## src/design/osp_pkg.sv

```systemverilog
// osp_pkg: shared types, constants and the opcode classification table
// for the opcode stream predecoder. No dependencies.
`default_nettype none

package osp_pkg;

   localparam logic [15:0] RESET_START_ADDRESS = 16'h8000;
   localparam logic [15:0] RESET_MAX_INSTR     = 16'd5000;
   localparam logic [15:0] LAST_ADDRESS        = 16'hFFFF;

   localparam logic [5:0] KIND_NOP          = 6'd0;
   localparam logic [5:0] KIND_RTS          = 6'd12;
   localparam logic [5:0] KIND_BRANCH_FIRST = 6'd13;
   localparam logic [5:0] KIND_BRANCH_LAST  = 6'd19;

   localparam logic [1:0] LEN_NONE = 2'd0;
   localparam logic [1:0] LEN_WORD = 2'd2;

   // configuration register indexes
   localparam logic CSR_START_ADDRESS = 1'b0;
   localparam logic CSR_MAX_INSTR     = 1'b1;

   typedef enum logic [1:0] {
      PH_OPCODE = 2'd0,
      PH_LOW    = 2'd1,
      PH_HIGH   = 2'd2
   } phase_type;

   // classified program byte, front to back
   typedef struct packed {
      logic [7:0] code;
      logic       known;
      logic [5:0] kind;
      logic [1:0] len;
   } mid_type;

   // decoded instruction, back to result queue
   typedef struct packed {
      logic [5:0]  kind;
      logic [15:0] operand;
      logic [15:0] address;
      logic        unknown;
      logic        final_res;
   } rsp_type;

   // Opcode table: kind and operand length. Bytes that are not opcodes of the
   // subset come back with known low.
   function automatic mid_type classify(input logic [7:0] code);
      mid_type r;
      r.code  = code;
      r.known = 1'b1;
      r.kind  = KIND_NOP;
      r.len   = LEN_NONE;
      case (code)
         8'hEA: begin r.kind = 6'd0;  r.len = 2'd0; end
         8'hA9: begin r.kind = 6'd1;  r.len = 2'd1; end
         8'hAD: begin r.kind = 6'd2;  r.len = 2'd2; end
         8'hBD: begin r.kind = 6'd3;  r.len = 2'd2; end
         8'hA2: begin r.kind = 6'd4;  r.len = 2'd1; end
         8'hA0: begin r.kind = 6'd5;  r.len = 2'd1; end
         8'h8D: begin r.kind = 6'd6;  r.len = 2'd2; end
         8'h9D: begin r.kind = 6'd7;  r.len = 2'd2; end
         8'h8E: begin r.kind = 6'd8;  r.len = 2'd2; end
         8'h8C: begin r.kind = 6'd9;  r.len = 2'd2; end
         8'h4C: begin r.kind = 6'd10; r.len = 2'd2; end
         8'h20: begin r.kind = 6'd11; r.len = 2'd2; end
         8'h60: begin r.kind = 6'd12; r.len = 2'd0; end
         8'h80: begin r.kind = 6'd13; r.len = 2'd1; end
         8'hF0: begin r.kind = 6'd14; r.len = 2'd1; end
         8'hD0: begin r.kind = 6'd15; r.len = 2'd1; end
         8'h30: begin r.kind = 6'd16; r.len = 2'd1; end
         8'h10: begin r.kind = 6'd17; r.len = 2'd1; end
         8'hB0: begin r.kind = 6'd18; r.len = 2'd1; end
         8'h90: begin r.kind = 6'd19; r.len = 2'd1; end
         8'hC9: begin r.kind = 6'd20; r.len = 2'd1; end
         8'hE0: begin r.kind = 6'd21; r.len = 2'd1; end
         8'hC0: begin r.kind = 6'd22; r.len = 2'd1; end
         8'hE8: begin r.kind = 6'd23; r.len = 2'd0; end
         8'hC8: begin r.kind = 6'd24; r.len = 2'd0; end
         8'hCA: begin r.kind = 6'd25; r.len = 2'd0; end
         8'h88: begin r.kind = 6'd26; r.len = 2'd0; end
         8'hEE: begin r.kind = 6'd27; r.len = 2'd2; end
         8'hCE: begin r.kind = 6'd28; r.len = 2'd2; end
         8'h69: begin r.kind = 6'd29; r.len = 2'd1; end
         8'hE9: begin r.kind = 6'd30; r.len = 2'd1; end
         8'h29: begin r.kind = 6'd31; r.len = 2'd1; end
         8'h09: begin r.kind = 6'd32; r.len = 2'd1; end
         8'h49: begin r.kind = 6'd33; r.len = 2'd1; end
         8'h0A: begin r.kind = 6'd34; r.len = 2'd0; end
         8'h4A: begin r.kind = 6'd35; r.len = 2'd0; end
         8'h2A: begin r.kind = 6'd36; r.len = 2'd0; end
         8'h6A: begin r.kind = 6'd37; r.len = 2'd0; end
         8'hAA: begin r.kind = 6'd38; r.len = 2'd0; end
         8'h8A: begin r.kind = 6'd39; r.len = 2'd0; end
         8'hA8: begin r.kind = 6'd40; r.len = 2'd0; end
         8'h98: begin r.kind = 6'd41; r.len = 2'd0; end
         8'h9A: begin r.kind = 6'd42; r.len = 2'd0; end
         8'hBA: begin r.kind = 6'd43; r.len = 2'd0; end
         8'h48: begin r.kind = 6'd44; r.len = 2'd0; end
         8'h68: begin r.kind = 6'd45; r.len = 2'd0; end
         8'h08: begin r.kind = 6'd46; r.len = 2'd0; end
         8'h28: begin r.kind = 6'd47; r.len = 2'd0; end
         8'h18: begin r.kind = 6'd48; r.len = 2'd0; end
         8'h38: begin r.kind = 6'd49; r.len = 2'd0; end
         8'h58: begin r.kind = 6'd50; r.len = 2'd0; end
         8'h78: begin r.kind = 6'd51; r.len = 2'd0; end
         8'hB8: begin r.kind = 6'd52; r.len = 2'd0; end
         default: begin
            r.known = 1'b0;
         end
      endcase
      return r;
   endfunction

endpackage

`default_nettype wire

```

## src/design/osp_fifo.sv

```systemverilog
// osp_fifo: small register queue with push/full and pop/empty sides.
// No package dependencies.
`default_nettype none

module osp_fifo #(
   parameter int WIDTH = 8,
   parameter int DEPTH = 2
) (
   input  wire logic             clock,
   input  wire logic             reset,
   input  wire logic             push,
   input  wire logic [WIDTH-1:0] push_data,
   output logic                  full,
   input  wire logic             pop,
   output logic [WIDTH-1:0]      pop_data,
   output logic                  empty
);

   localparam int PTR_W = (DEPTH > 1) ? $clog2(DEPTH) : 1;
   localparam int CNT_W = $clog2(DEPTH + 1);

   logic [WIDTH-1:0] store_ff [DEPTH];
   logic [PTR_W-1:0] wr_ptr_ff, wr_ptr_in;
   logic [PTR_W-1:0] rd_ptr_ff, rd_ptr_in;
   logic [CNT_W-1:0] count_ff, count_in;
   logic             do_push, do_pop;

   assign full     = (count_ff == CNT_W'(DEPTH));
   assign empty    = (count_ff == '0);
   assign do_push  = push && !full;
   assign do_pop   = pop && !empty;
   assign pop_data = store_ff[rd_ptr_ff];

   always_comb begin
      wr_ptr_in = wr_ptr_ff;
      rd_ptr_in = rd_ptr_ff;
      count_in  = count_ff;
      if (do_push) begin
         wr_ptr_in = (wr_ptr_ff == PTR_W'(DEPTH - 1)) ? '0 : wr_ptr_ff + 1'b1;
      end
      if (do_pop) begin
         rd_ptr_in = (rd_ptr_ff == PTR_W'(DEPTH - 1)) ? '0 : rd_ptr_ff + 1'b1;
      end
      if (do_push && !do_pop) begin
         count_in = count_ff + 1'b1;
      end else if (do_pop && !do_push) begin
         count_in = count_ff - 1'b1;
      end
   end

   always_ff @(posedge clock) begin
      if (reset) begin
         wr_ptr_ff <= '0;
         rd_ptr_ff <= '0;
         count_ff  <= '0;
      end else begin
         wr_ptr_ff <= wr_ptr_in;
         rd_ptr_ff <= rd_ptr_in;
         count_ff  <= count_in;
      end
   end

   always_ff @(posedge clock) begin
      if (do_push) begin
         store_ff[wr_ptr_ff] <= push_data;
      end
   end

endmodule

`default_nettype wire

```

## src/design/osp_front.sv

```systemverilog
// osp_front: accepts program bytes, classifies each against the opcode
// table and queues the classified beat for the back end. Uses osp_pkg, osp_fifo.
`default_nettype none

module osp_front #(
   parameter int DEPTH = 2
) (
   input  wire logic            clock,
   input  wire logic            reset,
   input  wire logic            push,
   input  wire logic [7:0]      code_byte,
   output logic                 full,
   input  wire logic            pop,
   output osp_pkg::mid_type     mid,
   output logic                 mid_valid
);

   import osp_pkg::*;

   mid_type classified;
   logic    mid_empty;

   // every byte is classified; the back end decides whether it is an opcode
   assign classified = classify(code_byte);
   assign mid_valid  = !mid_empty;

   osp_fifo #(
      .WIDTH ($bits(mid_type)),
      .DEPTH (DEPTH)
   ) u_queue (
      .clock     (clock),
      .reset     (reset),
      .push      (push),
      .push_data (classified),
      .full      (full),
      .pop       (pop),
      .pop_data  (mid),
      .empty     (mid_empty)
   );

endmodule

`default_nettype wire

```

## src/design/osp_back.sv

```systemverilog
// osp_back: decode sequencer. Gathers operands, resolves branch targets,
// tracks addresses, limit and halt, and holds the configuration registers.
// Uses osp_pkg.
`default_nettype none

module osp_back (
   input  wire logic            clock,
   input  wire logic            reset,
   input  wire osp_pkg::mid_type mid,
   input  wire logic            mid_valid,
   output logic                 mid_pop,
   input  wire logic            out_full,
   output logic                 out_push,
   output osp_pkg::rsp_type     out_data,
   input  wire logic            csr_write,
   input  wire logic            csr_index,
   input  wire logic [15:0]     csr_data
);

   import osp_pkg::*;

   phase_type   phase_ff, phase_in;
   logic [5:0]  pending_kind_ff, pending_kind_in;
   logic [1:0]  pending_len_ff, pending_len_in;
   logic [7:0]  operand_low_ff, operand_low_in;
   logic [15:0] opcode_address_ff, opcode_address_in;
   logic [15:0] byte_address_ff, byte_address_in;
   logic [15:0] decoded_count_ff, decoded_count_in;
   logic        halted_ff, halted_in;
   logic        started_ff, started_in;
   logic [15:0] start_address_ff, start_address_in;
   logic [15:0] max_instr_ff, max_instr_in;

   logic        take;
   logic        do_finish;
   logic [5:0]  fin_kind;
   logic [15:0] fin_operand;
   logic [15:0] fin_op_addr;
   logic [15:0] count_inc;
   logic        is_branch;
   logic [15:0] branch_target;

   assign take      = mid_valid && !out_full;
   assign mid_pop   = take;
   assign count_inc = decoded_count_ff + 16'd1;
   assign is_branch = (pending_kind_ff >= KIND_BRANCH_FIRST)
                      && (pending_kind_ff <= KIND_BRANCH_LAST);
   assign branch_target = opcode_address_ff + 16'd2 + {{8{mid.code[7]}}, mid.code};

   always_comb begin
      phase_in          = phase_ff;
      pending_kind_in   = pending_kind_ff;
      pending_len_in    = pending_len_ff;
      operand_low_in    = operand_low_ff;
      opcode_address_in = opcode_address_ff;
      byte_address_in   = byte_address_ff;
      decoded_count_in  = decoded_count_ff;
      halted_in         = halted_ff;
      started_in        = started_ff;
      start_address_in  = start_address_ff;
      max_instr_in      = max_instr_ff;
      do_finish         = 1'b0;
      fin_kind          = pending_kind_ff;
      fin_operand       = '0;
      fin_op_addr       = opcode_address_ff;
      out_push          = 1'b0;
      out_data          = '0;

      // bytes after a halt are consumed and dropped
      if (take && !halted_ff) begin
         started_in      = 1'b1;
         byte_address_in = byte_address_ff + 16'd1;
         case (phase_ff)
            PH_LOW: begin
               if (pending_len_ff == LEN_WORD) begin
                  operand_low_in = mid.code;
                  phase_in       = PH_HIGH;
               end else begin
                  do_finish   = 1'b1;
                  fin_operand = is_branch ? branch_target : {8'h00, mid.code};
               end
            end
            PH_HIGH: begin
               do_finish   = 1'b1;
               fin_operand = {mid.code, operand_low_ff};
            end
            default: begin
               opcode_address_in = byte_address_ff;
               if (!mid.known) begin
                  out_push          = 1'b1;
                  out_data.kind     = KIND_NOP;
                  out_data.address  = byte_address_ff;
                  out_data.unknown  = 1'b1;
                  out_data.final_res = (byte_address_ff == LAST_ADDRESS);
                  halted_in         = (byte_address_ff == LAST_ADDRESS);
                  phase_in          = PH_OPCODE;
               end else begin
                  pending_kind_in = mid.kind;
                  pending_len_in  = mid.len;
                  if (mid.len == LEN_NONE) begin
                     do_finish   = 1'b1;
                     fin_kind    = mid.kind;
                     fin_op_addr = byte_address_ff;
                  end else begin
                     operand_low_in = '0;
                     phase_in       = PH_LOW;
                  end
               end
            end
         endcase

         if (do_finish) begin
            decoded_count_in   = count_inc;
            out_push           = 1'b1;
            out_data.kind      = fin_kind;
            out_data.operand   = fin_operand;
            out_data.address   = fin_op_addr;
            // wrap: last byte at top of memory, or operand ran past it
            out_data.final_res = (count_inc >= max_instr_ff) || (fin_kind == KIND_RTS)
                                 || (byte_address_ff == LAST_ADDRESS)
                                 || (byte_address_ff < fin_op_addr);
            halted_in          = out_data.final_res;
            phase_in           = PH_OPCODE;
         end
      end

      if (csr_write) begin
         case (csr_index)
            CSR_START_ADDRESS: begin
               start_address_in = csr_data;
               if (!started_ff) begin
                  byte_address_in = csr_data;
               end
            end
            CSR_MAX_INSTR: begin
               max_instr_in = csr_data;
            end
            default: begin
               max_instr_in = max_instr_ff;
            end
         endcase
      end
   end

   always_ff @(posedge clock) begin
      if (reset) begin
         phase_ff          <= PH_OPCODE;
         pending_kind_ff   <= '0;
         pending_len_ff    <= LEN_NONE;
         operand_low_ff    <= '0;
         opcode_address_ff <= '0;
         byte_address_ff   <= RESET_START_ADDRESS;
         decoded_count_ff  <= '0;
         halted_ff         <= 1'b0;
         started_ff        <= 1'b0;
         start_address_ff  <= RESET_START_ADDRESS;
         max_instr_ff      <= RESET_MAX_INSTR;
      end else begin
         phase_ff          <= phase_in;
         pending_kind_ff   <= pending_kind_in;
         pending_len_ff    <= pending_len_in;
         operand_low_ff    <= operand_low_in;
         opcode_address_ff <= opcode_address_in;
         byte_address_ff   <= byte_address_in;
         decoded_count_ff  <= decoded_count_in;
         halted_ff         <= halted_in;
         started_ff        <= started_in;
         start_address_ff  <= start_address_in;
         max_instr_ff      <= max_instr_in;
      end
   end

endmodule

`default_nettype wire

```

## src/design/opcode_stream_predecoder.sv

```systemverilog
// opcode_stream_predecoder: byte-stream predecoder for a 6502 instruction subset.
//
// Input: program bytes in ascending address order on req_code_byte, one beat
// per cycle while req_full is low (push/full queue side). Results: one
// decoded instruction per completed opcode, unknown opcodes as flagged NOPs,
// read from the queue side (rsp_empty/rsp_pop).
// Configuration: csr_valid/csr_ready write port, index 0 start address,
// index 1 instruction limit; csr_ready is always high. Write only when idle.
// Throughput: one byte per cycle sustained; the front classifies each byte
// and queues it, the back sequencer consumes one queued byte per cycle
// while the result queue is not full. A result passes from the front queue
// through the sequencer into the result queue, whose head drives the rsp_
// ports and can be popped.
// Reset: queues empty, start address 0x8000, limit 5000, decoder expecting an
// opcode. After the final result (RTS, limit or address wrap) all later
// bytes are accepted and dropped until reset.
// Receiver stall: the result queue fills, the sequencer stops, the front
// queue fills and req_full rises; nothing is lost.
// Uses osp_pkg, osp_front, osp_back, osp_fifo.
`default_nettype none

module opcode_stream_predecoder #(
   parameter int QUEUE_DEPTH = 2
) (
   input  wire logic        clock,
   input  wire logic        reset,
   input  wire logic        req_push,
   output logic             req_full,
   input  wire logic [7:0]  req_code_byte,
   output logic             rsp_empty,
   input  wire logic        rsp_pop,
   output logic [5:0]       rsp_instr_kind,
   output logic [15:0]      rsp_operand_value,
   output logic [15:0]      rsp_instr_address,
   output logic             rsp_unknown_opcode,
   output logic             rsp_final_res,
   input  wire logic        csr_valid,
   output logic             csr_ready,
   input  wire logic        csr_index,
   input  wire logic [15:0] csr_data
);

   import osp_pkg::*;

   mid_type mid;
   logic    mid_valid;
   logic    mid_pop;
   logic    out_full;
   logic    out_push;
   rsp_type out_data;
   rsp_type rsp_head;

   assign csr_ready = 1'b1;

   osp_front #(
      .DEPTH (QUEUE_DEPTH)
   ) u_front (
      .clock     (clock),
      .reset     (reset),
      .push      (req_push),
      .code_byte (req_code_byte),
      .full      (req_full),
      .pop       (mid_pop),
      .mid       (mid),
      .mid_valid (mid_valid)
   );

   osp_back u_back (
      .clock     (clock),
      .reset     (reset),
      .mid       (mid),
      .mid_valid (mid_valid),
      .mid_pop   (mid_pop),
      .out_full  (out_full),
      .out_push  (out_push),
      .out_data  (out_data),
      .csr_write (csr_valid && csr_ready),
      .csr_index (csr_index),
      .csr_data  (csr_data)
   );

   osp_fifo #(
      .WIDTH ($bits(rsp_type)),
      .DEPTH (QUEUE_DEPTH)
   ) u_rsp_queue (
      .clock     (clock),
      .reset     (reset),
      .push      (out_push),
      .push_data (out_data),
      .full      (out_full),
      .pop       (rsp_pop),
      .pop_data  (rsp_head),
      .empty     (rsp_empty)
   );

   assign rsp_instr_kind     = rsp_head.kind;
   assign rsp_operand_value  = rsp_head.operand;
   assign rsp_instr_address  = rsp_head.address;
   assign rsp_unknown_opcode = rsp_head.unknown;
   assign rsp_final_res      = rsp_head.final_res;

   // sequencer never produces a result the result queue cannot take
   a_no_push_when_full: assert property (@(posedge clock) disable iff (reset)
      out_push |-> !out_full)
      else $error("result produced while result queue full");

   // nothing follows a final result
   a_silent_after_final: assert property (@(posedge clock) disable iff (reset)
      (out_push && out_data.final_res) |=> !out_push)
      else $error("result after final result");

   // unknown opcodes leave as NOP with zero operand
   a_unknown_is_nop: assert property (@(posedge clock) disable iff (reset)
      (out_push && out_data.unknown)
      |-> (out_data.kind == KIND_NOP) && (out_data.operand == 16'd0))
      else $error("unknown opcode result not a clean NOP");

endmodule

`default_nettype wire

```

## config.mk

```make
export PLATFORM = sky130hd
export DESIGN_NAME = opcode_stream_predecoder
export DESIGN_NICKNAME = d
export VERILOG_FILES = /design/src/design/osp_pkg.sv /design/src/design/osp_fifo.sv /design/src/design/osp_front.sv /design/src/design/osp_back.sv /design/src/design/opcode_stream_predecoder.sv
export SDC_FILE = /design/constraint.sdc
export NUM_CORES = 1
export LEC_CHECK = 0
export CAP_MARGIN = 10
export CORE_MARGIN = 3
export CORE_UTILIZATION = 40
export CTS_CLUSTER_SIZE = 16
export DETAILED_ROUTE_END_ITERATION = 8
export DONT_BUFFER_PORTS = 1
export REMOVE_ABC_BUFFERS = 1
export SLEW_MARGIN = 10
export SYNTH_ARGS = -nofsm -noshare
export SYNTH_HDL_FRONTEND = slang
export SYNTH_SLANG_ARGS = --single-unit
```

## constraint.sdc

```tcl
create_clock -name clock -period 10.4 [get_ports clock]
set_clock_uncertainty 0.2 [all_clocks]
set_input_delay 0 -clock clock [delete_from_list [all_inputs] [get_ports clock]]
set_output_delay 0 -clock clock [all_outputs]
set_load 0.005 [all_outputs]
```

Yosys cells after proc, flatten, opt, wreduce, memory -nomap -nowiden
Memory sizes are Yosys's and may differ from the RTL's. A register that Yosys moved wholly into a read port is not among the register bits.
Index checks and enable logic that the tools add are counted.
Widths: inputs -> output; s select.

cells by class
  add/sub/neg operators = 12
  order comparisons = 4
  equality and inequality tests = 67
  mux-type cells = 59
  bitwise gates (word level) = 2
  reduce and logical (&&, ||, !) cells = 38

operators by type and width
  operator               count
  $pmux 8 s52            1
  $eq 8x8->1 const B     32
  $mux 16                10
  $eq 8x7->1 const B     10
  $reduce_or 53->1       1
  $eq 8x6->1 const B     6
  $mux 40                1
  $mux 38                1
  $mux 18                2
  $add 16x1->16 const B  2
  $pmux 16 s2            1
  $mux 1                 25
  $eq 8x4->1 const B     3
  $mux 6                 4
  $mux 8                 3
  $add 16x16->16         1
  $add 16x2->16 const B  1
  $eq 16x16->1 const B   1
  $eq 8x5->1 const B     2
  $ge 16x16->1           1
  $lt 16x16->1           1
  $mux 2                 8
  $pmux 8 s2             1
  $logic_and 1x1->1      11
  other kinds (24)       53

storage, ports and cells
  register bits = 92
  RAM bits = 114
  input bits = 30
  output and inout port bits = 43
  logic and storage cells = 200
  memories = 2

memory list
  name                      words  bits a word  read ports  clocked after memory_dff  write ports  line            RTL
  u_rsp_queue.store_ff      2      40           1           1                         1            osp_fifo.sv:22  logic [WIDTH-1:0] store_ff [DEPTH];
  u_front.u_queue.store_ff  2      17           1           1                         1            osp_fifo.sv:22

Logic depth before layout (Yosys ltp)
  word-level depth = 12
  gate-level depth with buffers = 14
  depth with buffers taken out = 13

By module
Synthesis repeated with hierarchy kept, for this count alone.

second synthesis, totals
  cells, all modules = 1,171
  area, all modules = 11,576.1 um^2

by module, submodules not included
  module                      instances  cells an instance  area each (um^2)  sequential area each (um^2)
  osp_back                    1          787                6,084.6           1,681.6
  osp_fifo (u_rsp_queue)      1          149                3,090.5           2,502.4
  osp_fifo (u_front.u_queue)  1          78                 1,442.6           1,121.1
  osp_front                   1          155                947.2             0.0
  opcode_stream_predecoder    1          2                  11.3              0.0

Worst setup path after synthesis
Ideal clock, no wire load.

  path kind = flip-flop to flip-flop
  start = memory u_front.u_queue.store_ff[0][0] (netlist bit)
  end = memory u_rsp_queue.store_ff[0][0] (netlist bit), enable pin
  setup time = 451 ps
  arrival time = 3,654 ps
  path slack = 6,096 ps
  cell stages (with the launch flop) = 7
  path buffers = 2
  cell sequence = edfxtp_1 -> or4b_4 -> nand3_1 -> nand3_1 -> clkbuf_1 -> clkbuf_1 -> a21oi_1

RTL lines
  element          line
  start, declared  osp_fifo.sv:22
  end, declared    osp_fifo.sv:22

==> results.md <==
- Max Buffers Root-to-Sink: 3
- Final hold vios: 0
- PD cells: 240 nW/um^2
- Post-Syn Area: 11,400 sq um
- Worst Setup Start Kind: register
- H-tree depth: 1
- WP data arrival: roughly 4.2 ns
- DR vias/cell: 5.57
- Post-Syn Instances: 1,146
- Yosys cell types: 74
- Peak supply drop: 0.000147 V
- Slew headroom: 21.7%
- CP cell instances: ha_1 -> nand3_1 -> nor4_1 -> and3_1 -> nand3_1 -> xnor2_1 -> ha_1 -> nand2_1 -> nor2_1 -> a2111oi_0 -> o211ai_1 -> or4b_1 -> and2_1
- Max Slew Vio Count: 0
- # setup viols final: 0
- Clock Latency Late Sink: 0.52 ns
- Synth-to-layout area growth: 13.8%
- Fin nets: 1,258
- Fin worst setup slack: 6.27 ns
- DP Wirelength: 18,900 um
- Minimum clock period: 4.13 ns
- Critical path startpoint: u_back.decoded_count_ff[0]$_SDFFE_PP0P_
- Tot Pwr: 3110 uW
- Reg2reg start: u_back.decoded_count_ff[0]$_SDFFE_PP0P_
- Vias in the first global route: around 8,300
- Primary FF master, synth: edfxtp_1
- Routed Antenna Nets: 0
- Max Clock Freq: roughly 240 MHz
- Gr ovfl total: 0
- Kind of critical path: reg -> reg
- Clock root cell: clkbuf_16
- CP max FO: 5
- Final wirelength: 28,000 um
- Reg area: 5310 sq um
- Least-Margin Pin Slew: roughly 1.2 ns
- Routability-driven placement congestion ratio: 0.882
- Clock sinks: between 200 and 250
- Setup_tns: 0 ns
- First-pass GRT wire length: ~45,000 um
- Fin cells: 1,557
- Layout cells sized above 1: 9.33%
- Area of the multi-input gates: around 5700 sq um
- Core footprint: 27,900 sq um
- CP peak stage delay: 0.68 ns
- Average size of a mapped cell: 9.94 sq um
- Final Cycle Share: 39.7%
- LEAKAGE: around 0.0047 uW
- #FFs+latches synth: 208
- Slowest cell on crit path: nor4_1
- Die height: 175 um
- Max_cap viols: 0
- Clock-pin slew on the worst setup and hold paths: approximately 0.06 ns
- Worst Hold Class: in -> reg
- Seq/Total Area, Yosys: 46.6%
- FFs w/ async S/R, synth: 0%
- Largest net degree at the start of global routing: 89
- PortBufs: 0
- Post-CTS sizing: 0
- CP delay by family, top: simple AND/OR/NAND/NOR gates
- Yosys warnings: 0
- RSZ-0062 raised after global routing: no
- Total CTS buffers: 24
- Post-synth EDFFs: 114
- Drt drc: 0
- Crit path required time: 10.48 ns
- GR Util All Layers: 18.1%
- # fillers: 2,644
- Die X: 175 um
- Worst Setup End Kind: register
- Min-delay src: csr_data[15]
- Initial DRC Count: 582
- Detailed-route via count: between 8,000 and 9,000
- Initial antenna violation count: 0
- Antenna diodes: 0
- Num rows: 61
- # IOs: 73
- CTS tree: built
- Worst Path Buf+Inv: 0
- Starting Density: just over 40%
- Placed Cells: 1,469
- Status: complete, no violations
- Die ar.: 30,500 sq um
- Average routed wire per standard cell: between 15 and 20 um
- Worst Setup Slack post-DPL: 6.26 ns
- Initial DRT Pass Iterations: 5
-- state kept, by name (all words and copies together) (netlist names), named ones only --
name	cells
u_back.started_ff	1
u_front.u_queue.store_ff	34
u_back.operand_low_ff	8
u_back.pending_kind_ff	6
u_front.u_queue.rd_ptr_ff	1
u_front.u_queue.wr_ptr_ff	1
u_back.pending_len_ff	2
u_rsp_queue.count_ff	2
u_back.opcode_address_ff	16
u_rsp_queue.rd_ptr_ff	1
u_back.byte_address_ff	16
u_front.u_queue.count_ff	2
u_back.decoded_count_ff	16
u_back.max_instr_ff	16
u_back.halted_ff	1
u_rsp_queue.wr_ptr_ff	1
u_back.phase_ff	2
u_rsp_queue.store_ff	80
-- routing by layer --
| layer | GRT usage (%) | vias up | share of wire, % |
|---|---|---|---|
| li1 | - | 4252 | - |
| met1 | 24.9 | 4143 | 45 |
| met2 | 30.3 | 234 | 47 |
| met3 | 2.50 | 38 | 5.2 |
| met4 | 4.52 | 0 | 2.3 |
| met5 | 0 | - | 0 |
-- layout by cell type (no fill, tap or decap), types with 7 or more instances in the layout --
cell type        n
a211oi_1        33
nor3_1          26
a31oi_1          9
a21o_1           7
ha_1            66
and2_1           9
o21a_1           8
xor2_1          28
o21ai_0         16
edfxtp_1       114
xnor2_1         26
clkbuf_16       26
nor2b_1          8
a21oi_1         89
nand3_1         19
o211ai_1        11
dlygate4sd3_1   43
nand2_1        123
nor2_1          95
or3_1           13
inv_1           35
mux2i_1         31
nand2b_1         7
nor4_1          10
o21ai_1         31
and4_1           7
and3_1           9
dfxtp_1         93
mux2_2          53
a22oi_1         19
nand4_1         20
-- synth_stat cells (3+ instances only) --
cell / count / area, sq um
o21ai_1: 31 / 155
a31oi_1: 9 / 56.3
nor4b_1: 3 / 26.3
nand2_1: 123 / 462
a22oi_1: 19 / 143
a21oi_1: 90 / 450
a211oi_1: 33 / 248
o21a_1: 8 / 60.1
nand4_1: 20 / 125
nor4_1: 10 / 62.6
a2111oi_0: 3 / 26.3
ha_1: 66 / 826
dfxtp_1: 94 / 1880
and2_1: 10 / 62.6
mux2_2: 53 / 597
and3_1: 9 / 56.3
edfxtp_1: 114 / 3420
o22ai_1: 3 / 18.8
mux2i_1: 31 / 310
inv_2: 4 / 15.0
xnor2_1: 26 / 228
nor3_1: 26 / 130
nand3_1: 19 / 95.1
nand2b_1: 7 / 43.8
a21o_1: 7 / 52.6
or2_1: 4 / 25.0
nor2b_1: 8 / 50.1
nand4bb_1: 3 / 33.8
o211ai_1: 11 / 82.6
o21ai_0: 16 / 80.1
a22o_1: 3 / 26.3
inv_1: 35 / 131
and4_1: 7 / 61.3
xor2_1: 28 / 245
or3_1: 13 / 81.3
buf_2: 3 / 15.0
a311oi_1: 4 / 35.0
nor2_1: 95 / 357
buf_1: 11 / 41.3
clkbuf_1: 45 / 169
-- repair_timing --
| item | in CTS | in global routing |
|---|---|---|
| hold endpoints to repair | 155 | 0 |
| setup buffers | 0 | 0 |
| hold buffers | 44 | 0 |
-- layout make-up --
type / instances / share of cell area [%]
multi-input cells: 837 / 44.0
repair buffers: 50 / 3.88
flip-flops and latches: 208 / 40.9
inverters: 40 / 1.16
clock inverters: 7 / 0.685
well taps: 378 / 3.65
clock buffers: 37 / 5.72
-- metrics by stage --
stage               util, %  area, sq um  hold WS, ns
floorplan                 -        11100       -0.131
global placement       41.8        11700       -0.125
detailed placement     41.8        11700       -0.119
CTS                    46.4        13000      0.00176
global route           46.4        13000       0.0476
finish                 46.4        13000       0.0224
-- worst min-delay path: cells and delay by family --
kind | cells | cell delay (ns)
mux | 1 | 0.08
buf+inv | 1 | 0.57
simple gates | 1 | 0.06
-- report_power, final --
part / internal [uW] / switching [uW]
combinational: 388 / 645
sequential: 1100 / 114
clock: 540 / 324
-- logic make-up (layout without fill, tap and decap cells) --
logic type      count (synthesis)  count (layout)  synth area share [%]
simple gates                  372             372                  16.0
compound gates                258             258                  14.3
flops                         208             208                  46.6
buf+inv                       101             134                  3.46
mux                            84              84                  7.97
fa+ha+maj                      68              68                  7.51
xor+xnor                       54              54                  4.15
other cells                     1               1                0.0329
-- final timing paths --
| check | to | slack, ns | cells past startpoint |
|---|---|---|---|
| worst min-delay path | u_back.byte_address_ff[15]$_SDFF_PP1_ | 0.02 | 3 |
| worst max register to register | u_rsp_queue.store_ff[0][0]$_DFFE_PP_ | 6.27 | 13 |
| worst max-delay path | u_rsp_queue.store_ff[0][0]$_DFFE_PP_ | 6.27 | 13 |
| worst min register to register | u_back.max_instr_ff[2]$_SDFFE_PP0P_ | 0.25 | 2 |
Power figures use the tool's default switching activity.
